File: src/hw/rtl/pts_pkg.sv
`timescale 1ns / 1ps
// ----------------------------------------------------------------------------
// pts_pkg
// Shared types, pattern kind codes and character helpers for the
// timestamp pattern parser.
// ----------------------------------------------------------------------------
package pts_pkg;

  // pattern kind codes
  typedef logic [3:0] kind_t;
  localparam kind_t KIND_NONE   = 4'd0;
  localparam kind_t KIND_YEAR   = 4'd1;
  localparam kind_t KIND_MONTH  = 4'd2;
  localparam kind_t KIND_DAY    = 4'd3;
  localparam kind_t KIND_HOUR   = 4'd4;
  localparam kind_t KIND_MINUTE = 4'd5;
  localparam kind_t KIND_SECOND = 4'd6;
  localparam kind_t KIND_MILLI  = 4'd7;
  localparam kind_t KIND_MICRO  = 4'd8;
  localparam kind_t KIND_NANO   = 4'd9;

  // run length limits
  typedef logic [2:0] run_len_t;
  localparam run_len_t RUN_MAX      = 3'd5;
  localparam run_len_t FULL_YEAR    = 3'd4;
  localparam run_len_t FULL_SUBSEC  = 3'd3;
  localparam run_len_t FULL_DEFAULT = 3'd2;

  localparam logic [7:0] CHAR_ZERO = 8'h30;
  localparam logic [7:0] CHAR_NINE = 8'h39;

  // captured record
  typedef struct packed {
    logic [13:0] year;
    logic [6:0]  month;
    logic [6:0]  day;
    logic [6:0]  hour;
    logic [6:0]  minute;
    logic [6:0]  second;
    logic [9:0]  milli;
    logic [9:0]  micro;
    logic [9:0]  nano;
    logic        valid;
  } rec_t;

  // full parser state
  typedef struct packed {
    kind_t           kind;
    run_len_t        run_len;
    logic [2:0][7:0] recent;   // newest text character in slot 0
    logic            ended;
    rec_t            rec;
  } pts_state_t;

  localparam pts_state_t ST_CLEAR = '0;

  // pattern letter to kind
  function automatic kind_t kind_of(input logic [7:0] c);
    kind_t k;
    case (c)
      "y", "Y": k = KIND_YEAR;
      "M":      k = KIND_MONTH;
      "d", "D": k = KIND_DAY;
      "H", "h": k = KIND_HOUR;
      "m":      k = KIND_MINUTE;
      "s", "S": k = KIND_SECOND;
      "z", "Z": k = KIND_MILLI;
      "v", "V": k = KIND_MICRO;
      "n", "N": k = KIND_NANO;
      default:  k = KIND_NONE;
    endcase
    return k;
  endfunction

  function automatic logic is_digit(input logic [7:0] c);
    return (c >= CHAR_ZERO) && (c <= CHAR_NINE);
  endfunction

  // low nibble of an ascii digit is its value
  function automatic logic [3:0] digit_val(input logic [7:0] c);
    return c[3:0];
  endfunction

endpackage

File: src/hw/rtl/pts_step.sv
`timescale 1ns / 1ps
// ----------------------------------------------------------------------------
// pts_step
// Next-state logic for one format/text character pair: run tracking,
// digit check and decimal field capture.
// ----------------------------------------------------------------------------
module pts_step
  import pts_pkg::*;
(
  input  pts_state_t  cur_state,
  input  logic [7:0]  format_char,
  input  logic [7:0]  text_char,
  input  logic        first_pair,
  output pts_state_t  nxt_state
);

  pts_state_t base;
  kind_t      kind;
  run_len_t   run_len;
  run_len_t   full_len;
  logic [3:0] d0, d1, d2, d3;
  logic       ok2, ok3, ok4;
  logic [6:0]  val2;
  logic [9:0]  val3;
  logic [13:0] val4;
  logic        capture_ok;

  // start from a cleared record on the first pair
  assign base = first_pair ? ST_CLEAR : cur_state;
  assign kind = kind_of(format_char);

  // digit history values
  assign d0 = digit_val(text_char);
  assign d1 = digit_val(base.recent[0]);
  assign d2 = digit_val(base.recent[1]);
  assign d3 = digit_val(base.recent[2]);

  assign ok2 = is_digit(text_char) && is_digit(base.recent[0]);
  assign ok3 = ok2 && is_digit(base.recent[1]);
  assign ok4 = ok3 && is_digit(base.recent[2]);

  // decimal values for two, three and four digit fields
  assign val2 = 7'(d1) * 7'd10 + 7'(d0);
  assign val3 = 10'(d2) * 10'd100 + 10'(d1) * 10'd10 + 10'(d0);
  assign val4 = 14'(d3) * 14'd1000 + 14'(d2) * 14'd100 + 14'(d1) * 14'd10 + 14'(d0);

  // run length after this pair
  always_comb begin
    if (kind == base.kind) begin
      run_len = (base.run_len < RUN_MAX) ? base.run_len + 3'd1 : base.run_len;
    end else begin
      run_len = 3'd1;
    end
    if (kind == KIND_YEAR) begin
      full_len = FULL_YEAR;
      capture_ok = ok4;
    end else if (kind >= KIND_MILLI) begin
      full_len = FULL_SUBSEC;
      capture_ok = ok3;
    end else begin
      full_len = FULL_DEFAULT;
      capture_ok = ok2;
    end
  end

  // state update
  always_comb begin
    nxt_state = base;
    if (!base.ended) begin
      if (format_char == 8'd0 || text_char == 8'd0) begin
        nxt_state.ended = 1'b1;
      end else begin
        if (kind == KIND_NONE) begin
          nxt_state.kind    = KIND_NONE;
          nxt_state.run_len = '0;
        end else begin
          nxt_state.kind    = kind;
          nxt_state.run_len = run_len;
          if (run_len == full_len && capture_ok) begin
            nxt_state.rec.valid = 1'b1;
            case (kind)
              KIND_YEAR:   nxt_state.rec.year   = val4;
              KIND_MONTH:  nxt_state.rec.month  = val2;
              KIND_DAY:    nxt_state.rec.day    = val2;
              KIND_HOUR:   nxt_state.rec.hour   = val2;
              KIND_MINUTE: nxt_state.rec.minute = val2;
              KIND_SECOND: nxt_state.rec.second = val2;
              KIND_MILLI:  nxt_state.rec.milli  = val3;
              KIND_MICRO:  nxt_state.rec.micro  = val3;
              default:     nxt_state.rec.nano   = val3;
            endcase
          end
        end
        nxt_state.recent[2] = base.recent[1];
        nxt_state.recent[1] = base.recent[0];
        nxt_state.recent[0] = text_char;
      end
    end
  end

endmodule

File: src/hw/rtl/pattern_timestamp_parser_core.sv
`timescale 1ns / 1ps
// ----------------------------------------------------------------------------
// pattern_timestamp_parser_core
// Parses a timestamp from paired format/text character items and emits
// the captured fields after the last pair.
// ----------------------------------------------------------------------------
//  channel | direction | handshake            | payload
//  in_     | input     | in_valid / in_stall  | format_char, text_char,
//          |           |                      | first_pair, last_pair
//  out_    | output    | out_valid / out_stall| nine field values, record_valid
//
// One item per cycle is accepted while in_stall is low. An item is held in the
// input register and then updates the parser state; a last pair loads the
// result register in the same update, and its record is emitted from there.
// Reset clears state and both stage valids. A stalled result holds the
// input stage, which then stalls the input channel.
// ----------------------------------------------------------------------------
module pattern_timestamp_parser_core
  import pts_pkg::*;
(
  input  logic        clk,
  input  logic        rst_n,
  input  logic        in_valid,
  output logic        in_stall,
  input  logic [7:0]  in_format_char,
  input  logic [7:0]  in_text_char,
  input  logic        in_first_pair,
  input  logic        in_last_pair,
  output logic        out_valid,
  input  logic        out_stall,
  output logic [13:0] out_year_value,
  output logic [6:0]  out_month_value,
  output logic [6:0]  out_day_value,
  output logic [6:0]  out_hour_value,
  output logic [6:0]  out_minute_value,
  output logic [6:0]  out_second_value,
  output logic [9:0]  out_milli_value,
  output logic [9:0]  out_micro_value,
  output logic [9:0]  out_nano_value,
  output logic        out_record_valid
);

  logic       s_valid_r;
  logic [7:0] s_format_r;
  logic [7:0] s_text_r;
  logic       s_first_r;
  logic       s_last_r;
  pts_state_t st_r;
  pts_state_t st_nxt;
  logic       out_valid_r;
  rec_t       out_rec_r;
  logic       advance;
  logic       fire;

  // stage moves when the result register is free or being taken
  assign advance  = !out_valid_r || !out_stall;
  assign fire     = s_valid_r && advance;
  assign in_stall = s_valid_r && !advance;

  // input register
  always_ff @(posedge clk) begin
    if (!rst_n) begin
      s_valid_r <= 1'b0;
    end else if (!in_stall) begin
      s_valid_r <= in_valid;
    end
  end

  always_ff @(posedge clk) begin
    if (!in_stall) begin
      s_format_r <= in_format_char;
      s_text_r   <= in_text_char;
      s_first_r  <= in_first_pair;
      s_last_r   <= in_last_pair;
    end
  end

  // per-pair next state
  pts_step u_step (
    .cur_state   (st_r),
    .format_char (s_format_r),
    .text_char   (s_text_r),
    .first_pair  (s_first_r),
    .nxt_state   (st_nxt)
  );

  // parser state
  always_ff @(posedge clk) begin
    if (!rst_n) begin
      st_r <= ST_CLEAR;
    end else if (fire) begin
      st_r <= st_nxt;
    end
  end

  // result register
  always_ff @(posedge clk) begin
    if (!rst_n) begin
      out_valid_r <= 1'b0;
    end else if (advance) begin
      out_valid_r <= s_valid_r && s_last_r;
    end
  end

  always_ff @(posedge clk) begin
    if (fire && s_last_r) begin
      out_rec_r <= st_nxt.rec;
    end
  end

  assign out_valid        = out_valid_r;
  assign out_year_value   = out_rec_r.year;
  assign out_month_value  = out_rec_r.month;
  assign out_day_value    = out_rec_r.day;
  assign out_hour_value   = out_rec_r.hour;
  assign out_minute_value = out_rec_r.minute;
  assign out_second_value = out_rec_r.second;
  assign out_milli_value  = out_rec_r.milli;
  assign out_micro_value  = out_rec_r.micro;
  assign out_nano_value   = out_rec_r.nano;
  assign out_record_valid = out_rec_r.valid;

endmodule

File: config.mk
export PLATFORM = sky130hd
export DESIGN_NAME = pattern_timestamp_parser_core
export DESIGN_NICKNAME = d
export VERILOG_FILES = /design/src/hw/rtl/pts_pkg.sv /design/src/hw/rtl/pts_step.sv /design/src/hw/rtl/pattern_timestamp_parser_core.sv
export SDC_FILE = /design/constraint.sdc
export NUM_CORES = 1
export LEC_CHECK = 0
export ABC_AREA = 1
export BUFFER_PORTS_ARGS = -buffer_cell sky130_fd_sc_hd__buf_4
export CAP_MARGIN = 40
export CELL_PAD_IN_SITES_DETAIL_PLACEMENT = 1
export CELL_PAD_IN_SITES_GLOBAL_PLACEMENT = 1
export CORE_ASPECT_RATIO = 0.5
export CORE_MARGIN = 10
export CORE_UTILIZATION = 41
export DETAILED_ROUTE_END_ITERATION = 10
export GPL_TIMING_DRIVEN = 0
export PLACE_DENSITY_LB_ADDON = 0.08
export SETUP_SLACK_MARGIN = 0.15
export SLEW_MARGIN = 20
export SYNTH_ARGS = -nofsm -noshare
export SYNTH_HDL_FRONTEND = slang
export SYNTH_SLANG_ARGS = --single-unit
File: constraint.sdc
create_clock -name clk -period 5.57 [get_ports clk]
set_input_delay 1.114 -clock clk [delete_from_list [all_inputs] [get_ports clk]]
set_output_delay 1.114 -clock clk [all_outputs]
set_load 0.01 [all_outputs]
==> impl_metrics.tcl, run 1 <==
set metrics [dict create \
    drc 0 \
    synth_adder_area_share_pct 9.159 \
    max_cap_violations 0 \
    overflow 0 \
    post-place-ws_ns -1.098 \
    num_vias 12480 \
    critical_path_class "register to register" \
    io_pins 104 \
    grt_pass1_wl_um 74240 \
    cp.arrival_ns 5.49 \
    ctsHoldBuffers 0 \
    dp_hpwl_um 36770 \
    grt_pass1_vias 12930 \
    ys_ff_latch 212 \
    synthesis.nets 1814 \
    yosysSeqAreaShare_pct 40.60 \
    fmax_mhz 191.2 \
    die_y_um 145.3 \
    antenna_found_initial 0 \
    crit_required_ns 5.83 \
    port_buffers 103 \
    path_clk_slew_ns 0.06 \
    fin_util_pct 50.36 \
    htree_levels 1 \
    drive_above_1_share_pct 14.50 \
    track_usage_pct 23.77 \
    synthTopCellsByArea "edfxtp_1 (23%), dfxtp_1 (18%), nand2_1 (9.9%)" \
    peakVddDrop_mv 0.1808 \
    finalWorstSetupSlack_ns 0.3395 \
    insertion_delay_ns 0.54 \
    synth.cell_area_um2 12870 \
    netlist.area_leader.share_pct 22.87 \
    routed_wl_um 48690 \
    synth_area_per_cell_um2 7.534 \
    hp-class "register to register" \
    row_count 45 \
    synthSimpleGateAreaFrac_pct 24.64 \
    worstPathMaxFanout 9 \
    slowest_stage "fa_1" \
    cts_tree "built" \
    dieArea_um2 39300 \
    most-common-layout-cells "nand2_1 (333), inv_1 (268), nor2_1 (179)" \
    tightest_slew_ns 0.9402 \
    setup_viol 0 \
    final_common_cell "nand2_1" \
    coreArea_um2 30630 \
    drt-initial-drc-count 960 \
    synth_top_family_by_area "simple AND/OR/NAND/NOR gates" \
    max_slew_margin_pct 37.32 \
    via_per_inst 5.442 \
    yosys.area.top_type "edfxtp_1" \
    wl_per_cell_um 21.23 \
    ys_types 48 \
    syn_inst 1708 \
    area_growth_pct 19.85 \
    worstSetupEndpointType "register" \
    status "completed" \
    finalHoldViolations 0 \
    yosys_warnings 0 \
    leakagePower_nw 7.164 \
    gp_congestion 0.8797 \
    power_density_nw_per_um2 254.8 \
    synth_xor_area_share_pct 1.808 \
    numCtsBuffers 21 \
    final_nets 1960 \
    ctsRootBufferMaster "clkbuf_16" \
    fin_crit_ns 5.231 \
    max_stage_delay_ns 0.49 \
    first_pass_iters 5 \
    maxSlewViolCount 0 \
    die_w_um 270.5 \
    start_kind "register" \
    synthMuxAreaShare_pct 0 \
    rsz0062_at_grt "false" \
    cts_sinks 212 \
    ctsLongestPathBuffers 3 \
    initial_utilization_pct 42.01 \
    ant_nets 0 \
    grt_max_degree 27 \
    skew_ns 0.01614 \
    finalCritPeriodShare_pct 93.91 \
    synth-compound-area-share_pct 13.05 \
]
stage by stage:
step | area, um^2 | instances | hold WS, ns | power (W) | TNS [ns]
2_1_floorplan | 12870 | 1708 | 0.4453 | 0.002142 | 0
3_3_place_gp | 14170 | 2234 | 0.4519 | 0.002345 | -7.309
3_5_place_dp | 14320 | 2242 | 0.4563 | 0.002380 | -3.420
4_1_cts | 15140 | 2283 | 0.4705 | 0.003911 | 0
5_1_grt | 15420 | 2292 | 0.4997 | 0.004087 | 0
6_report | 15420 | 2293 | 0.4688 | 0.003930 | 0
path summary, 6_finish.rpt:
check                          from                      endpoint  cells after the start  slack (ns)
min reg2reg  st_r[110]$_SDFFE_PN0P_        st_r[110]$_SDFFE_PN0P_                      2        0.47
min          st_r[110]$_SDFFE_PN0P_        st_r[110]$_SDFFE_PN0P_                      2        0.47
max             s_first_r$_DFFE_PN_  out_year_value[13]$_DFFE_PP_                     28        0.34
max reg2reg     s_first_r$_DFFE_PN_  out_year_value[13]$_DFFE_PP_                     28        0.34
where the power goes:
part	internal [W]	switching, W	total (W)	leakage [nW]
combinational	0.000219	0.000439	0.000657	4.94
clock	0.000860	0.000662	0.00152	0.340
sequential	0.00171	0.0000423	0.00175	1.88
total	0.00279	0.00114	0.00393	7.16
sequential cells by signal (all words and copies together), names as in the netlist:
name / flops
s_first_r: 1
s_last_r: 1
out_minute_value: 7
out_hour_value: 7
out_nano_value: 10
out_micro_value: 10
out_milli_value: 10
s_format_r: 8
out_year_value: 14
st_r: 112
s_valid_r: 1
s_text_r: 8
out_record_valid: 1
out_second_value: 7
out_valid: 1
out_day_value: 7
out_month_value: 7
area by class of cell:
cell class	instances	area [um^2]
Antenna cell	1	2.502
Buffer	71	322.8
Clock buffer	33	620.6
Clock inverter	5	81.33
Fill cell	3830	15210
Inverter	290	1096
Multi-Input combinational cell	1135	6528
Sequential cell	212	5225
Tap cell	423	529.3
Timing Repair Buffer	123	1018
cell families (layout without fill, tap and decap cells):
| family | count (synthesis) | in the layout |
|---|---|---|
| other cells | 0 | 1 |
| flops | 212 | 212 |
| simple gates | 717 | 717 |
| compound gates | 309 | 309 |
| fa+ha+maj | 84 | 84 |
| xor+xnor | 25 | 25 |
| buf+inv | 361 | 522 |
Yosys cell counts (all sizes together):
library cell	count
a21o	1
a21oi	136
a221oi	2
a22oi	2
a31oi	37
a32o	1
and2	1
and3	3
buf	18
clkbuf	53
clkinv	2
dfxtp	114
edfxtp	98
fa	17
ha	67
inv	288
nand2	351
nand3	122
nand3b	1
nand4	17
nor2	202
nor3	12
nor4	4
o211ai	11
o21a	1
o21ai	108
o21bai	6
o221ai	1
o22ai	1
o31ai	2
or2	4
xnor2	6
xnor3	1
xor2	18
routing by layer:
metal	track usage, %	routed length [um]	vias up
met5	0	0	-
li1	-	-	5843
met4	6.253	1238	0
met1	31.96	21910	6227
met2	38.69	22370	336
met3	4.275	3172	72
worst max-delay path, delay by kind of cell (launching register included):
family                   cells  cell delay (ns)
adder cells (fa/ha/maj)      6             1.83
XOR/XNOR                     2             0.56
flip-flops                   1             0.40
AO/OA/AOI/OAI                6             0.74
buffers and inverters        6             0.63
AND/OR/NAND/NOR              8             0.76
timing repair:
| item | 4_1_cts | 5_1_grt |
|---|---|---|
| buffers inserted | 3 | 6 |
| gates resized for setup | 23 | 43 |
| pin swaps | 2 | 11 |
| endpoints found under the setup margin | 10 | 7 |
No activity file was read; power rests on OpenSTA's default activity.
==> run 2, diff against run 1 <==
- CORE_UTILIZATION: 41 -> 39
- clock period: 5.57 -> 4.9 ns (I/O delays scaled with it)
==> impl_metrics.tcl, run 2 (synthesized netlist as in run 1, its figures left out) <==
set metrics [dict create \
    status "finished with violations" \
    violations "negative setup slack" \
    fin_crit_ns 4.902 \
    max_cap_violations 0 \
    drt-initial-drc-count 990 \
    worst-path-stages 27 \
    port_buffers 103 \
    setup_viol 1 \
    cp_num_buf_inv 5 \
    grt_max_degree 27 \
    rrSetupSlack_ns -0.002 \
    io_pins 104 \
    final_nets 1995 \
    dp_hpwl_um 36910 \
    die_w_um 276.9 \
    area_growth_pct 23.34 \
    final_cells 2337 \
    fillers 3955 \
    hold_slack_ns 0.4681 \
    r2r_cells 27 \
    row_count 46 \
    path_clk_slew_ns 0.06 \
    initial_utilization_pct 40.07 \
    ctsHoldBuffers 0 \
    grt_pass1_wl_um 73980 \
    post-place-ws_ns -0.8962 \
    num_vias 12660 \
    crit_required_ns 5.18 \
    critical_path_class "register to register" \
    die_y_um 148.4 \
    hp-class "register to register" \
    drc 0 \
    ctsLongestPathBuffers 3 \
    cp_top_family "adder cells" \
    insertion_delay_ns 0.55 \
    overflow 0 \
    holdPathStages 2 \
    via_per_inst 5.416 \
    ant_nets 0 \
    dieArea_um2 41100 \
    ctsRootBufferMaster "clkbuf_16" \
    routed_wl_um 49550 \
    numCtsBuffers 22 \
    power_density_nw_per_um2 279.3 \
    worstPathMaxFanout 5 \
    slowest_stage "fa_1" \
    max_slew_margin_pct 38.35 \
    final_common_cell "nand2_1" \
    antenna_found_initial 1 \
    start_kind "register" \
    htree_levels 1 \
    skew_ns 0.02630 \
    setup_tns_ns -0.001670 \
    max_stage_delay_ns 0.49 \
    crit_top_cell "ha_4" \
    most-common-layout-cells "nand2_1 (330), inv_1 (262), nor2_1 (174)" \
    track_usage_pct 22.88 \
    rsz0062_at_grt "true" \
    peakVddDrop_mv 0.2293 \
    fmax_mhz 204.0 \
    fin_util_pct 49.42 \
    cts_sinks 212 \
    worstSetupEndpointType "register" \
    maxSlewViolCount 0 \
    coreArea_um2 32120 \
    crit_path_start "s_first_r$_DFFE_PN_" \
    leakagePower_nw 7.355 \
    crit_end "out_year_value[13]$_DFFE_PP_" \
    cp.arrival_ns 5.18 \
    wl_per_cell_um 21.20 \
    tightest_slew_ns 0.9248 \
    finalHoldViolations 0 \
    finalCritPeriodShare_pct 100.0 \
    drive_above_1_share_pct 17.74 \
    regToRegStartpoint "s_first_r$_DFFE_PN_" \
    grt_pass1_vias 12730 \
    r2r_end "out_year_value[13]$_DFFE_PP_" \
    gp_congestion 0.8850 \
    first_pass_iters 5 \
    largest-register "st_r" \
    finalWorstSetupSlack_ns -0.001670 \
    largest_reg_flops 112 \
    cts_tree "built" \
    antenna_cells 0 \
    place_inst 2250 \
]
## run 2: changes by cell type in the layout (fill, tap and decap cells not counted), sizes merged
cell | previous run | this run
bufinv | 2 | 0
clkinv | 2 | 8
buf | 142 | 176
inv | 290 | 288
diode | 1 | 0
## run 2: worst min-delay path by stage
stage,start,endpoint,slack [ns]
2_1_floorplan,st_r[13]$_SDFFE_PN0P_,st_r[13]$_SDFFE_PN0P_,0.45
3_3_place_gp,st_r[13]$_SDFFE_PN0P_,st_r[13]$_SDFFE_PN0P_,0.45
3_5_place_dp,st_r[108]$_SDFFE_PN0P_,st_r[108]$_SDFFE_PN0P_,0.46
4_1_cts,st_r[108]$_SDFFE_PN0P_,st_r[108]$_SDFFE_PN0P_,0.47
5_1_grt,st_r[108]$_SDFFE_PN0P_,st_r[108]$_SDFFE_PN0P_,0.50
6_report,st_r[108]$_SDFFE_PN0P_,st_r[108]$_SDFFE_PN0P_,0.47
## run 2: metal layers
layer / global-route usage, % / vias to the layer above / wire length (um)
met2: 38.23 / 335 / 23060
met4: 5.922 / 0 / 1134
li1: - / 5897 / -
met1: 30.41 / 6352 / 22510
met5: 0 / - / 0
met3: 3.598 / 73 / 2838
## run 2: repair_timing
item / CTS / global route
gates resized for setup: 69 / 31
pin swaps: 30 / 24
endpoints found under the setup margin: 29 / 18
buffers inserted: 31 / 15
## run 2: worst min-delay path, delay by kind of cell, from the launching register on
family           cells  cell delay (ns)
flip-flops           1             0.31
AO/OA/AOI/OAI        1             0.05
AND/OR/NAND/NOR      1             0.06
## run 2: through the flow
step	power, W	cell area (um^2)
after floorplan	0.002447	12970
after global placement	0.002680	14280
after detailed placement	0.002721	14410
after CTS	0.004410	15610
after global routing	0.004598	15870
final	0.004433	15870
## run 2: final cells by class
type	count	area, um^2	area share, %
Timing Repair Buffer	157	1265	7.970
Inverter	290	1101	6.937
Buffer	71	342.8	2.160
Tap cell	432	540.5	3.406
Clock inverter	7	48.80	0.3074
Clock buffer	33	611.8	3.855
Sequential cell	212	5225	32.92
Multi-Input combinational cell	1135	6736	42.44
## run 2: where the power goes
part	leakage [nW]	switching [W]	internal [W]
Sequential	1.88	0.0000481	0.00194
Clock	0.323	0.000775	0.000869
Combinational	5.15	0.000520	0.000279
